$ cat src/rtl/core/fbfa_pkg.sv
// Shared types and constants of the fragment best-fit allocator.
// Depends on nothing; imported by the allocator core.
package fbfa_pkg;

    localparam int TABLE_W   = 32;
    localparam int BLOCK_W   = 32;
    localparam int LEN_W     = 17;
    localparam int ALEN_W    = 18;
    localparam int OFFSET_W  = 17;
    localparam int FRAG_W    = 7;
    localparam int BSIZE_W   = 17;
    localparam int MAXOPEN_W = 5;
    localparam int CFG_IDX_W = 1;
    localparam int CFG_DATA_W = 17;

    localparam int DEF_MAX_ENTRIES     = 16;
    localparam int DEF_FRAGS_PER_BLOCK = 64;
    localparam int HEADER_BYTES        = 24;

    localparam logic [BSIZE_W-1:0]   RST_BLOCK_SIZE = 17'd4096;
    localparam logic [MAXOPEN_W-1:0] RST_MAX_OPEN   = 5'd4;

    typedef enum logic [CFG_IDX_W-1:0] {
        CFG_BLOCK_SIZE = 1'b0,
        CFG_MAX_OPEN   = 1'b1
    } t_cfg_idx;

    typedef enum logic [3:0] {
        S_IDLE   = 4'b0001,
        S_SCAN   = 4'b0010,
        S_DECIDE = 4'b0100,
        S_COMMIT = 4'b1000
    } t_state;

endpackage

$ cat src/rtl/core/fbfa_ram.sv
// Generic single-clock RAM with one write port and one registered read port.
// Depends on nothing.
module fbfa_ram #(
    parameter int WIDTH = 8,
    parameter int DEPTH = 16,
    localparam int ADDR_W = (DEPTH > 1) ? $clog2(DEPTH) : 1
) (
    input  logic              i_clk,
    input  logic              i_we,
    input  logic [ADDR_W-1:0] i_waddr,
    input  logic [WIDTH-1:0]  i_wdata,
    input  logic              i_re,
    input  logic [ADDR_W-1:0] i_raddr,
    output logic [WIDTH-1:0]  o_rdata
);

    logic [WIDTH-1:0] mem [DEPTH];
    logic [WIDTH-1:0] r_rdata;

    always_ff @(posedge i_clk) begin
        if (i_we) begin
            mem[i_waddr] <= i_wdata;
        end
        if (i_re) begin
            r_rdata <= mem[i_raddr];
        end
    end

    assign o_rdata = r_rdata;

endmodule

$ cat src/rtl/core/fragment_best_fit_allocator_core.sv
// Top level of the fragment best-fit allocator: sequencer, scan and commit logic.
// Depends on fbfa_pkg and on fbfa_ram, which holds the table of open blocks.
//
// A request is taken when start is high and busy is low. The table of open
// blocks lives in one RAM whose single read port is swept over the N open
// entries in state SCAN, one entry per cycle, with N up to MAX_ENTRIES.
// DECIDE and COMMIT follow, and the result strobe comes from a register set
// in COMMIT; with no block open yet, SCAN and DECIDE are skipped. A new
// request can be taken at the edge that ends the result strobe. A request
// longer than a fresh block holds is answered on the next cycle with
// too_large set. Each result is shown for exactly one cycle with
// o_result_valid; the receiver cannot stall it. Configuration
// writes take effect at once and belong in idle time. After reset the RAM
// content is unknown, but only entries below the open count are ever read,
// so no clearing pass is needed.
module fragment_best_fit_allocator_core #(
    parameter int MAX_ENTRIES     = fbfa_pkg::DEF_MAX_ENTRIES,
    parameter int FRAGS_PER_BLOCK = fbfa_pkg::DEF_FRAGS_PER_BLOCK
) (
    input  logic                             i_clk,
    input  logic                             i_rst_n,
    input  logic                             start,
    output logic                             busy,
    input  logic [fbfa_pkg::TABLE_W-1:0]     i_owner_table,
    input  logic [fbfa_pkg::LEN_W-1:0]       i_request_length,
    input  logic [fbfa_pkg::BLOCK_W-1:0]     i_spare_block,
    input  logic                             i_cfg_we,
    input  logic [fbfa_pkg::CFG_IDX_W-1:0]   i_cfg_index,
    input  logic [fbfa_pkg::CFG_DATA_W-1:0]  i_cfg_data,
    output logic                             o_result_valid,
    output logic [fbfa_pkg::BLOCK_W-1:0]     o_block_number,
    output logic [fbfa_pkg::FRAG_W-1:0]      o_fragment_number,
    output logic [fbfa_pkg::OFFSET_W-1:0]    o_byte_offset,
    output logic                             o_opened_new,
    output logic                             o_retired_valid,
    output logic [fbfa_pkg::BLOCK_W-1:0]     o_retired_block,
    output logic                             o_too_large
);
    import fbfa_pkg::*;

    localparam int IDX_W  = (MAX_ENTRIES > 1) ? $clog2(MAX_ENTRIES) : 1;
    localparam int CNT_W  = $clog2(MAX_ENTRIES + 1);
    localparam int SLOT_W = $clog2(FRAGS_PER_BLOCK + 2);
    localparam int CMP_W  = CNT_W + MAXOPEN_W;
    localparam int OVERHEAD = HEADER_BYTES + 4 * FRAGS_PER_BLOCK;
    localparam int FRESH_OFFSET = (4 * (FRAGS_PER_BLOCK + 5)) % 131072;
    localparam int SCORE_W = ALEN_W + 1;
    localparam int FF_W = 20;

    typedef struct packed {
        logic [BLOCK_W-1:0]  blk;
        logic [TABLE_W-1:0]  tbl;
        logic [OFFSET_W-1:0] free;
        logic [OFFSET_W-1:0] offset;
        logic [SLOT_W-1:0]   slot;
    } t_rec;

    localparam int REC_W = $bits(t_rec);

    // Configuration.
    logic [BSIZE_W-1:0]   r_block_size;
    logic [MAXOPEN_W-1:0] r_max_open;

    // Sequencer and request.
    t_state              r_state;
    logic [CNT_W-1:0]    r_open_cnt;
    logic [CNT_W-1:0]    r_addr;
    logic                r_rd_vld;
    logic [IDX_W-1:0]    r_rd_idx;
    logic [TABLE_W-1:0]  r_table;
    logic [ALEN_W-1:0]   r_len;
    logic [BLOCK_W-1:0]  r_spare;

    // Scan results.
    logic                       r_best_vld;
    logic [IDX_W-1:0]           r_best_idx;
    logic [ALEN_W-1:0]          r_best_x;
    t_rec                       r_best;
    logic                       r_worst_vld;
    logic [IDX_W-1:0]           r_worst_idx;
    logic signed [SCORE_W-1:0]  r_worst_x;
    logic [BLOCK_W-1:0]         r_worst_blk;

    // Result registers.
    logic                 r_out_vld;
    logic [BLOCK_W-1:0]   r_out_block;
    logic [FRAG_W-1:0]    r_out_frag;
    logic [OFFSET_W-1:0]  r_out_offset;
    logic                 r_out_opened;
    logic                 r_out_retired;
    logic [BLOCK_W-1:0]   r_out_ret_blk;
    logic                 r_out_too_large;

    logic                       accept;
    logic [ALEN_W-1:0]          in_len;
    logic signed [FF_W-1:0]     fresh_free;
    logic                       in_too_large;
    logic [CMP_W-1:0]           mo_ext;
    logic [CMP_W-1:0]           limit;
    logic                       below_limit;

    logic                       ram_re;
    logic                       ram_we;
    logic [IDX_W-1:0]           ram_waddr;
    t_rec                       ram_wrec;
    t_rec                       rd_rec;
    logic [REC_W-1:0]           ram_rdata;

    logic signed [SCORE_W-1:0]  x;
    logic                       best_hit;
    logic                       worst_hit;

    t_rec                       cur;
    logic [IDX_W-1:0]           sel_idx;
    logic [ALEN_W:0]            free_diff;
    logic [OFFSET_W-1:0]        n_free;

    assign busy   = (r_state != S_IDLE);
    assign accept = start && !busy;
    assign in_len = (ALEN_W'(i_request_length) + ALEN_W'(3)) & ~ALEN_W'(3);

    // A fresh block's payload space; negative when the block size is too small.
    assign fresh_free   = $signed(FF_W'(r_block_size)) - $signed(FF_W'(OVERHEAD));
    assign in_too_large = $signed(FF_W'(in_len)) > fresh_free;

    // Effective limit of open blocks, clamped to 1..MAX_ENTRIES.
    always_comb begin
        mo_ext = CMP_W'(r_max_open);
        priority if (mo_ext == '0) begin
            limit = CMP_W'(1);
        end else if (mo_ext > CMP_W'(MAX_ENTRIES)) begin
            limit = CMP_W'(MAX_ENTRIES);
        end else begin
            limit = mo_ext;
        end
    end
    assign below_limit = CMP_W'(r_open_cnt) < limit;

    // Scan: score of the entry returned by the RAM this cycle.
    assign rd_rec    = t_rec'(ram_rdata);
    assign x         = $signed({2'b00, rd_rec.free}) - $signed({1'b0, r_len});
    assign best_hit  = (rd_rec.tbl == r_table) && !x[SCORE_W-1]
                    && (!r_best_vld || (x[ALEN_W-1:0] < r_best_x))
                    && (rd_rec.slot <= SLOT_W'(FRAGS_PER_BLOCK));
    assign worst_hit = !r_worst_vld || (x < r_worst_x);

    // Commit: pick the entry and build its updated record.
    always_comb begin
        if (r_best_vld) begin
            cur     = r_best;
            sel_idx = r_best_idx;
        end else begin
            cur.blk    = r_spare;
            cur.tbl    = r_table;
            cur.free   = fresh_free[OFFSET_W-1:0];
            cur.offset = OFFSET_W'(FRESH_OFFSET);
            cur.slot   = SLOT_W'(1);
            sel_idx    = below_limit ? r_open_cnt[IDX_W-1:0] : r_worst_idx;
        end
        free_diff = {2'b00, cur.free} - {1'b0, r_len};
        if (free_diff[ALEN_W]) begin
            n_free = '0;
        end else begin
            n_free = free_diff[OFFSET_W-1:0];
        end
        ram_wrec     = cur;
        ram_wrec.tbl = r_table;
        ram_wrec.offset = OFFSET_W'(cur.offset + OFFSET_W'(r_len));
        ram_wrec.free = (cur.slot == SLOT_W'(FRAGS_PER_BLOCK)) ? '0 : n_free;
        if (cur.slot <= SLOT_W'(FRAGS_PER_BLOCK)) begin
            ram_wrec.slot = cur.slot + SLOT_W'(1);
        end
        ram_waddr = sel_idx;
    end

    assign ram_we = (r_state == S_COMMIT);
    assign ram_re = (r_state == S_SCAN);

    fbfa_ram #(
        .WIDTH (REC_W),
        .DEPTH (MAX_ENTRIES)
    ) u_table (
        .i_clk   (i_clk),
        .i_we    (ram_we),
        .i_waddr (ram_waddr),
        .i_wdata (REC_W'(ram_wrec)),
        .i_re    (ram_re),
        .i_raddr (r_addr[IDX_W-1:0]),
        .o_rdata (ram_rdata)
    );

    // Configuration registers.
    always_ff @(posedge i_clk) begin
        if (!i_rst_n) begin
            r_block_size <= RST_BLOCK_SIZE;
            r_max_open   <= RST_MAX_OPEN;
        end else if (i_cfg_we) begin
            unique case (t_cfg_idx'(i_cfg_index))
                CFG_BLOCK_SIZE: r_block_size <= i_cfg_data[BSIZE_W-1:0];
                CFG_MAX_OPEN:   r_max_open   <= i_cfg_data[MAXOPEN_W-1:0];
                default: ;
            endcase
        end
    end

    // Sequencer.
    always_ff @(posedge i_clk) begin
        if (!i_rst_n) begin
            r_state    <= S_IDLE;
            r_open_cnt <= '0;
            r_rd_vld   <= 1'b0;
            r_out_vld  <= 1'b0;
        end else begin
            r_rd_vld  <= ram_re;
            r_out_vld <= 1'b0;
            unique case (r_state)
                S_IDLE: begin
                    if (accept) begin
                        if (in_too_large) begin
                            r_out_vld <= 1'b1;
                        end else if (r_open_cnt == '0) begin
                            r_state <= S_COMMIT;
                        end else begin
                            r_state <= S_SCAN;
                        end
                    end
                end
                S_SCAN: begin
                    if (r_addr + CNT_W'(1) == r_open_cnt) begin
                        r_state <= S_DECIDE;
                    end
                end
                S_DECIDE: begin
                    r_state <= S_COMMIT;
                end
                S_COMMIT: begin
                    r_state   <= S_IDLE;
                    r_out_vld <= 1'b1;
                    if (!r_best_vld && below_limit) begin
                        r_open_cnt <= r_open_cnt + CNT_W'(1);
                    end
                end
                default: r_state <= S_IDLE;
            endcase
        end
    end

    // Request capture, scan bookkeeping and results.
    always_ff @(posedge i_clk) begin
        if (accept) begin
            r_table     <= i_owner_table;
            r_len       <= in_len;
            r_spare     <= i_spare_block;
            r_addr      <= '0;
            r_best_vld  <= 1'b0;
            r_worst_vld <= 1'b0;
        end
        if (r_state == S_SCAN) begin
            r_addr   <= r_addr + CNT_W'(1);
            r_rd_idx <= r_addr[IDX_W-1:0];
        end
        if (r_rd_vld) begin
            if (best_hit) begin
                r_best_vld <= 1'b1;
                r_best_idx <= r_rd_idx;
                r_best_x   <= x[ALEN_W-1:0];
                r_best     <= rd_rec;
            end
            if (worst_hit) begin
                r_worst_vld <= 1'b1;
                r_worst_idx <= r_rd_idx;
                r_worst_x   <= x;
                r_worst_blk <= rd_rec.blk;
            end
        end
        if (accept && in_too_large) begin
            r_out_block     <= '0;
            r_out_frag      <= '0;
            r_out_offset    <= '0;
            r_out_opened    <= 1'b0;
            r_out_retired   <= 1'b0;
            r_out_ret_blk   <= '0;
            r_out_too_large <= 1'b1;
        end else if (r_state == S_COMMIT) begin
            r_out_block     <= cur.blk;
            r_out_frag      <= FRAG_W'(cur.slot);
            r_out_offset    <= cur.offset;
            r_out_opened    <= !r_best_vld;
            r_out_retired   <= !r_best_vld && !below_limit;
            r_out_ret_blk   <= (!r_best_vld && !below_limit) ? r_worst_blk : '0;
            r_out_too_large <= 1'b0;
        end
    end

    assign o_result_valid    = r_out_vld;
    assign o_block_number    = r_out_block;
    assign o_fragment_number = r_out_frag;
    assign o_byte_offset     = r_out_offset;
    assign o_opened_new      = r_out_opened;
    assign o_retired_valid   = r_out_retired;
    assign o_retired_block   = r_out_ret_blk;
    assign o_too_large       = r_out_too_large;

`ifndef SYNTHESIS
    // The open count can never pass the table depth.
    a_cnt_range: assert property (@(posedge i_clk) disable iff (!i_rst_n)
        CNT_W'(r_open_cnt) <= CNT_W'(MAX_ENTRIES))
        else $error("open count exceeds table depth");

    // The read pipeline is drained before an entry is written back.
    a_drained: assert property (@(posedge i_clk) disable iff (!i_rst_n)
        (r_state == S_COMMIT) |-> !r_rd_vld)
        else $error("commit with a read still in flight");

    // Every result beat follows a commit or a rejected request.
    a_result_src: assert property (@(posedge i_clk) disable iff (!i_rst_n)
        $rose(o_result_valid) |-> ($past(r_state == S_COMMIT) || $past(accept)))
        else $error("result without a request");

    // A chosen best fit always has a free fragment slot.
    a_best_slot: assert property (@(posedge i_clk) disable iff (!i_rst_n)
        (r_state == S_COMMIT && r_best_vld) |->
            (r_best.slot <= SLOT_W'(FRAGS_PER_BLOCK)))
        else $error("best fit entry has no slot left");

    // Appending a block grows the open count by one.
    a_append: assert property (@(posedge i_clk) disable iff (!i_rst_n)
        (r_state == S_COMMIT && !r_best_vld && below_limit) |=>
            (r_open_cnt == $past(r_open_cnt) + CNT_W'(1)))
        else $error("append did not grow the open count");
`endif

endmodule
$ cat config.mk
export PLATFORM = sky130hd
export DESIGN_NAME = fragment_best_fit_allocator_core
export DESIGN_NICKNAME = d
export VERILOG_FILES = /design/src/rtl/core/fbfa_pkg.sv /design/src/rtl/core/fbfa_ram.sv /design/src/rtl/core/fragment_best_fit_allocator_core.sv
export SDC_FILE = /design/constraint.sdc
export NUM_CORES = 2
export LEC_CHECK = 0
export ABC_AREA = 1
export BUFFER_PORTS_ARGS = -buffer_cell sky130_fd_sc_hd__buf_2
export CORE_ASPECT_RATIO = 1.4
export CORE_MARGIN = 1
export CORE_UTILIZATION = 30
export DETAILED_ROUTE_END_ITERATION = 8
export SETUP_SLACK_MARGIN = 0.15
export SLEW_MARGIN = 10
export SYNTH_ARGS = -nofsm -noshare
export SYNTH_HDL_FRONTEND = slang
export SYNTH_SLANG_ARGS = --single-unit
$ cat constraint.sdc
create_clock -name i_clk -period 15.19 [get_ports i_clk]
set_input_delay 3.7975 -clock i_clk [delete_from_list [all_inputs] [get_ports i_clk]]
set_output_delay 3.7975 -clock i_clk [all_outputs]
set_load 0.02 [all_outputs]
# [Word-level counts from Yosys, hierarchy flattened]
# Memory sizes are Yosys's and may differ from the RTL's. A register that Yosys moved wholly into a read port is not among the register bits.
# Cells that the tools add are included.
[totals] register_bits=397 latchBits=0 mem_bits_rw=1680 rom_bits=0 out_inout_bits=93 wordCells=108 mem_count=1
[mem_list] memory="u_table.mem" words=16 width=105 read_ports=1 rd_ports_with_merged_regs=1 wr=1 line_no="fbfa_ram.sv:17" source="logic [WIDTH-1:0] mem [DEPTH];"
[op_classes] addsub=8 mul=0 div_mod_pow=0 magnitude_cmp=7 eq_ne=11 n_shift=0 n_mux=27 bitwise_logic=1 reduce_logical=23
[ops] operator="$mux W105" count=1
[ops] operator="$sub A17 B18 Y19" count=2
[ops] operator="$mux W17" count=2
[ops] operator="$eq A32 B32 Y1" count=1
[ops] operator="$mux W32" count=1
[ops] operator="$mux W4" count=6
[ops] operator="$gt A19 B18 Y1" count=1
[ops] operator="$lt A19 B19 Y1" count=1
[ops] operator="$add A17 B2 Y18 const B" count=1
[ops] operator="$lt A18 B18 Y1" count=1
[ops] operator="$sub A17 B9 Y18 const B" count=1
[ops] operator="$add A17 B17 Y17" count=1
[ops] operator="$mux W5" count=3
[ops] operator="$le A7 B7 Y1 const B" count=2
[ops] operator="$pmux W4 S3" count=1
[ops] operator="$add A5 B1 Y5 const B" count=2
[ops] operator="$logic_not A5 Y1" count=2
[ops] operator="$lt A5 B10 Y1" count=1
[ops] operator="$mux W1" count=10
[ops] operator="$mux W10" count=1
[ops] operator="$reduce_and A2 Y1" count=5
[ops] operator="$add A7 B1 Y7 const B" count=1
[ops] operator="$eq A7 B7 Y1 const B" count=1
[ops] operator="$logic_and A1 B1 Y1" count=7
[ops] operator="other kinds (16)" count=22

# [Longest topological paths before layout]
[logic_depth] depth_word=7 ltp_mapped=23 ltp_nobuf=23

# [Cells and area by module]
# From an unflattened synthesis, not the netlist that was laid out.
[hier_totals] hier_cells=8898 area_unflattened_um2=92836.5
[by_module_without_submodules] module="fbfa_ram" instances=1 cells_each=6890 area_each_um2=74958.1
[by_module_without_submodules] module="fragment_best_fit_allocator_core" instances=1 cells_each=2008 area_each_um2=17878.4

# [Worst setup path before layout]
# Ideal clock, no wire load.
[synth_path] path_kind="register -> register" startpoint="register r_state[2]" endpoint="register r_addr[0], enable pin" setup_time_ps=372 arrival_ps=10768 t_required_ps=14818 path_slack_ps=4050 stages_incl_launch_ff=6 n_path_buf=0 cell_sequence="dfxtp_1 nor2_1 inv_1 nor3_1 clkinv_1 nand2_1"
[synth_via] word_cells_on_any_way=5 cone_classes="eq/ne (2); reduce/logical (3)"
[synth_rtl] element="start, declared" line_no="fragment_best_fit_allocator_core.sv:65" source="t_state r_state;"
[synth_rtl] element="start signal, assigned" line_no="fragment_best_fit_allocator_core.sv:209" source="r_state <= S_IDLE;"
[synth_rtl] element="start signal, assigned" line_no="fragment_best_fit_allocator_core.sv:222" source="r_state <= S_COMMIT;"
[synth_rtl] element="start signal, assigned" line_no="fragment_best_fit_allocator_core.sv:224" source="r_state <= S_SCAN;"
[synth_rtl] element="$eq A4 B2 Y1"
[synth_rtl] element="net ram_re" line_no="fragment_best_fit_allocator_core.sv:102" source="logic ram_re;"
[synth_rtl] element="$reduce_bool A2 Y1 (no line)"
[synth_rtl] element="end signal, assigned" line_no="fragment_best_fit_allocator_core.sv:259" source="r_addr <= r_addr + CNT_W'(1);"
[synth_rtl] element="end, declared" line_no="fragment_best_fit_allocator_core.sv:67" source="logic [CNT_W-1:0] r_addr;"
# The timed path passes the listed nets, and every way through them passes these cells.
# A chain may end at the register's enable or synchronous reset.

# [Final worst setup path]
[layout_path] startpoint="input i_request_length[2] in the netlist's numbering" endpoint="register r_out_ret_blk[5] (netlist: o_retired_block[5])"
[layout_via] elab_chain_len=3
[layout_rtl] element="start, declared" line_no="fragment_best_fit_allocator_core.sv:25" source="input logic [fbfa_pkg::LEN_W-1:0] i_request_length,"
[layout_rtl] element="$add A17 B2 Y18" line_no="fragment_best_fit_allocator_core.sv:120" source="assign in_len = (ALEN_W'(i_request_length) + ALEN_W'(3)) & ~ALEN_W'(3);"
[layout_rtl] element="net in_len[15]" line_no="fragment_best_fit_allocator_core.sv:95" source="logic [ALEN_W-1:0] in_len;"
[layout_rtl] element="$gt A19 B18 Y1" line_no="fragment_best_fit_allocator_core.sv:124" source="assign in_too_large = $signed(FF_W'(in_len)) > fresh_free;"
[layout_rtl] element="$logic_and A1 B1 Y1" line_no="fragment_best_fit_allocator_core.sv:276" source="if (accept && in_too_large) begin"
[layout_rtl] element="end signal, assigned" line_no="fragment_best_fit_allocator_core.sv:290" source="r_out_ret_blk <= (!r_best_vld && !below_limit) ? r_worst_blk : '0;"
[layout_rtl] element="end, declared" line_no="fragment_best_fit_allocator_core.sv:91" source="logic [BLOCK_W-1:0] r_out_ret_blk;"
# The timed path passes the listed nets, and every way through them passes these cells.

==> results.txt <==
----------------------------------------------------
[GRT]
  Global-route wire length before repair ... around 350000 um
  Number of antenna violations at the first check in global routing ... 9
  Tot GR Track Use ... 0.1627
  Pin count of the biggest net entering global routing ... 238
  Via count of the first global-routing pass ... approximately 54000
  Total overflow reported by the global router ... 0

[Synthesis]
  Number of enable-type register cells in the synthesized netlist ... roughly 2000
  Number of synthesized register bits ... about 2100
  Post-synth top cells ... edfxtp_1, nor2_1, o21ai_0, nand2_1, o22ai_1
  Primary FF master, synth ... edfxtp_1
  Most common cell in the netlist ... edfxtp_1
  Cell taking the most area after synthesis ... edfxtp_1
  Synthesized Nets ... between 7000 and 8000
  Avg Synthesized Cell Area ... 12.54 um2
  Post-synthesis cell area ... 85580 um2
  Share of flip-flops with an asynchronous set or reset after synthesis ... 0
  Yosys warning count ... 0
  Distinct cells, synth ... 49
  Sequential area share after synthesis ... 0.7390
  Synth area leaders ... edfxtp_1, o21ai_0, nor2_1
  Share of the synthesized area in the top cell type ... 0.7095
  Cell count after synthesis ... between 6000 and 7000

[Clock network]
  Total number of clock tree sinks ... 2148
  Number of resized instances in the post-cts repair step ... 0
  Buffer depth of the longest clock path ... 4
  Deepest level of the CTS H-tree ... 4
  CTS buffer count ... around 200
  Root buffer cell ... clkbuf_16
  CTS tree ... done
  Number of buffers inserted for hold repair after clock tree synthesis ... 0
  Clock-pin slew on the worst setup and hold paths ... 0.06 ns
  Clock network latency to the later pin of the worst-skew pair ... 0.91 ns
  Post-CTS setup repair buffer count ... 0

[Power]
  Relative contribution of sequential cells to total power ... 0.449
  Total power ... 16.27 mW
  Leakage power ... 33.39 nW
  Internal cell power ... about 11 mW
  Worst voltage drop across the vdd grid ... ~0.17 mV
  Gate power share ... 0.237
  Switching part of the total power ... 0.3229
  Reported net switching power ... 5.253 mW
  Total power per unit cell area ... 167.5 nW/um2
  Portion of total power attributed to the clock network ... 0.314

[Timing]
  Count of final max-slew check failures ... 0
  Fmax ... around 140 MHz
  Fraction of the cycle the final worst path needs ... 0.4803
  Max Clock Skew ... between 0.1 and 0.15 ns
  Setup repair after global routing missed its margin ... no
  Count of endpoints failing hold in the final timing report ... 0
  Final critical delay including setup and external delays ... 7.296 ns
  Slew @ Worst Pin ... 1.257 ns
  Setup TNS ... 0 ns
  # setup viols final ... 0
  Worst hold margin ... 0.3767 ns
  Worst slew margin ... 0.1587

[Drt]
  Drt first-iter violations ... approximately 5300
  Post-detailed-route via-to-cell ratio ... between 5 and 6
  Post-detailed-route DRC marker count ... 0
  Final wirelength ... 241600 um
  Total via count in the routed design ... between 50000 and 60000
  Wire length per cell ... ~22 um
  Pre-Repair DR Iteration Count ... 6
  Number of antenna-violating nets in the routed design ... 0

[Layout]
  NumNets Final ... slightly above 7000
  Area delta synth->final ... 13.46%
  Fraction of final layout cells sized beyond drive strength 1 ... 0.08796
  Non-Filler Cell Area, Final ... 97100 um2
  Fin cells ... 10792

[Die]
  Top-level port count ... 196
  Area of the placeable core ... around 280000 um2
  Die W ... approximately 450 um
  # rows ... roughly 230
  Starting utilization of the core area ... 0.3021
  Die Y ... between 600 and 700 um
  Total Die Area ... around 290000 um2

[Critical path]
  Critical path start-end classification ... input pin to flop
  Crit path launch type ... input pin
  Crit path capture type ... flop
  Required time of the critical path ... approximately 16 ns
  Data arrival time of the worst path ... between 8 and 9 ns
  Biggest fanout along the worst timing path ... between 60 and 70
  Critical path startpoint ... i_request_length[2]
  Critical R2R Launch ... r_len[4]

[Place]
  Instance count after placement with tap cells included ... 10421
  RePlAce Congestion ... just over 0.8
  Instance area at placement ... about 90000 um2
  Port buffer count ... slightly below 200
  HPWL Detailed ... about 130000 um

[Hold path]
  Hold path start ... u_table.o_rdata[15]
  Class of the tightest hold or removal check ... flop to flop

[Status]
  Status ... finished, final reports clean

[Run]
  Max Cap Violations ... 0

----------------------------------------------------
[through the flow]
stage               setup WS (ns)    util
floorplan                   4.050       -
global placement            7.066  0.3195
detailed placement          6.882  0.3195
CTS                         7.862  0.3427
global route                7.488  0.3428
finish                      7.894  0.3428
[critical path, stage by stage]
cell and delay [ns]:
buf_2 0.10, nand2_1 0.06, nor2_2 0.45, nand3_1 0.20, nor2_2 0.19, inv_1 0.08, nor2_1 0.20, nand3_1 0.15
nor2_1 0.16, xor2_1 0.31, ha_1 0.31, nand3_1 0.11, inv_1 0.05, a21oi_1 0.21, nand4_1 0.24, nand3_4 0.47
buf_4 0.62, nand2_1 0.13, inv_1 0.08
[per-layer routing]
| metal | track usage | vias up | routed length (um) |
|---|---|---|---|
| met3 | 0.02144 | 461 | 14060 |
| met2 | 0.2871 | 1893 | 121900 |
| met4 | 0.06002 | 4 | 8546 |
| met5 | 0 | - | 27 |
| met1 | 0.2013 | 27973 | 97030 |
| li1 | - | 24839 | - |
[power by group through the flow]
| stage | Clock [mW] | Combinational, mW | Sequential [mW] |
|---|---|---|---|
| 2_1_floorplan | 0 | 2.56 | 7.38 |
| 3_3_place_gp | 0 | 3.77 | 7.42 |
| 3_5_place_dp | 0 | 3.85 | 7.43 |
| 4_1_cts | 5.20 | 3.87 | 7.30 |
| 5_1_grt | 5.40 | 4.26 | 7.32 |
| 6_report | 5.11 | 3.86 | 7.30 |
[registers in the layout, summed over array words and instances (netlist names), 7 cells and up]
name and cells:
o_block_number 32, o_byte_offset 17, o_fragment_number 7, o_retired_block 32
r_best 71, r_best_x 18, r_block_size 17, r_len 16
r_spare 32, r_table 32, r_worst_blk 32, r_worst_x 19
u_table.mem 1680, u_table.o_rdata 105
[layout make-up]
| class | instances | area, um2 |
|---|---|---|
| clock buffer | 246 | 5343 |
| inverter | 302 | 1175 |
| sequential | 2148 | 63240 |
| multi-input combinational | 3974 | 19680 |
| fill | 27333 | 186100 |
| clock inverter | 121 | 1242 |
| antenna | 4 | 10.01 |
| timing repair buffer | 269 | 1744 |
| tap | 3728 | 4664 |
[cell usage in the layout, fill, tap and decap left out, types with 6 or more instances in the layout]
cell type and instances:
a21o_1 6, a21oi_1 126, a22oi_1 25, buf_12 17, buf_2 195, buf_4 57
bufinv_16 22, clkbuf_1 34, clkbuf_16 204, clkbuf_8 8, clkinv_1 34, clkinv_2 46
clkinvlp_4 8, dfxtp_1 125, edfxtp_1 2022, ha_1 106, inv_1 291, nand2_1 715
nand3_1 77, nand4_1 19, nor2_1 1141, nor2_4 17, nor3_1 17, o21ai_0 1012
o21ai_1 83, o22ai_1 511, or2_2 8, xnor2_1 24, xor2_1 44
[cells by family after synthesis]
| kind of cell | Yosys count | synth area share |
|---|---|---|
| XOR/XNOR | 69 | 0.007062 |
| buffers and inverters | 701 | 0.03310 |
| adder cells (fa/ha/maj) | 109 | 0.01620 |
| flip-flops | 2148 | 0.7390 |
| AO/OA/AOI/OAI | 1785 | 0.1136 |
| AND/OR/NAND/NOR | 2011 | 0.09108 |
[final timing paths]
kind,endpoint,slack [ns],cells after the start
min reg2reg,r_best[15],0.38,0
min,r_best[15],0.38,0
max,o_retired_block[5],7.89,19
max reg2reg,r_best[75],9.60,20
Power figures use the tool's default switching activity.
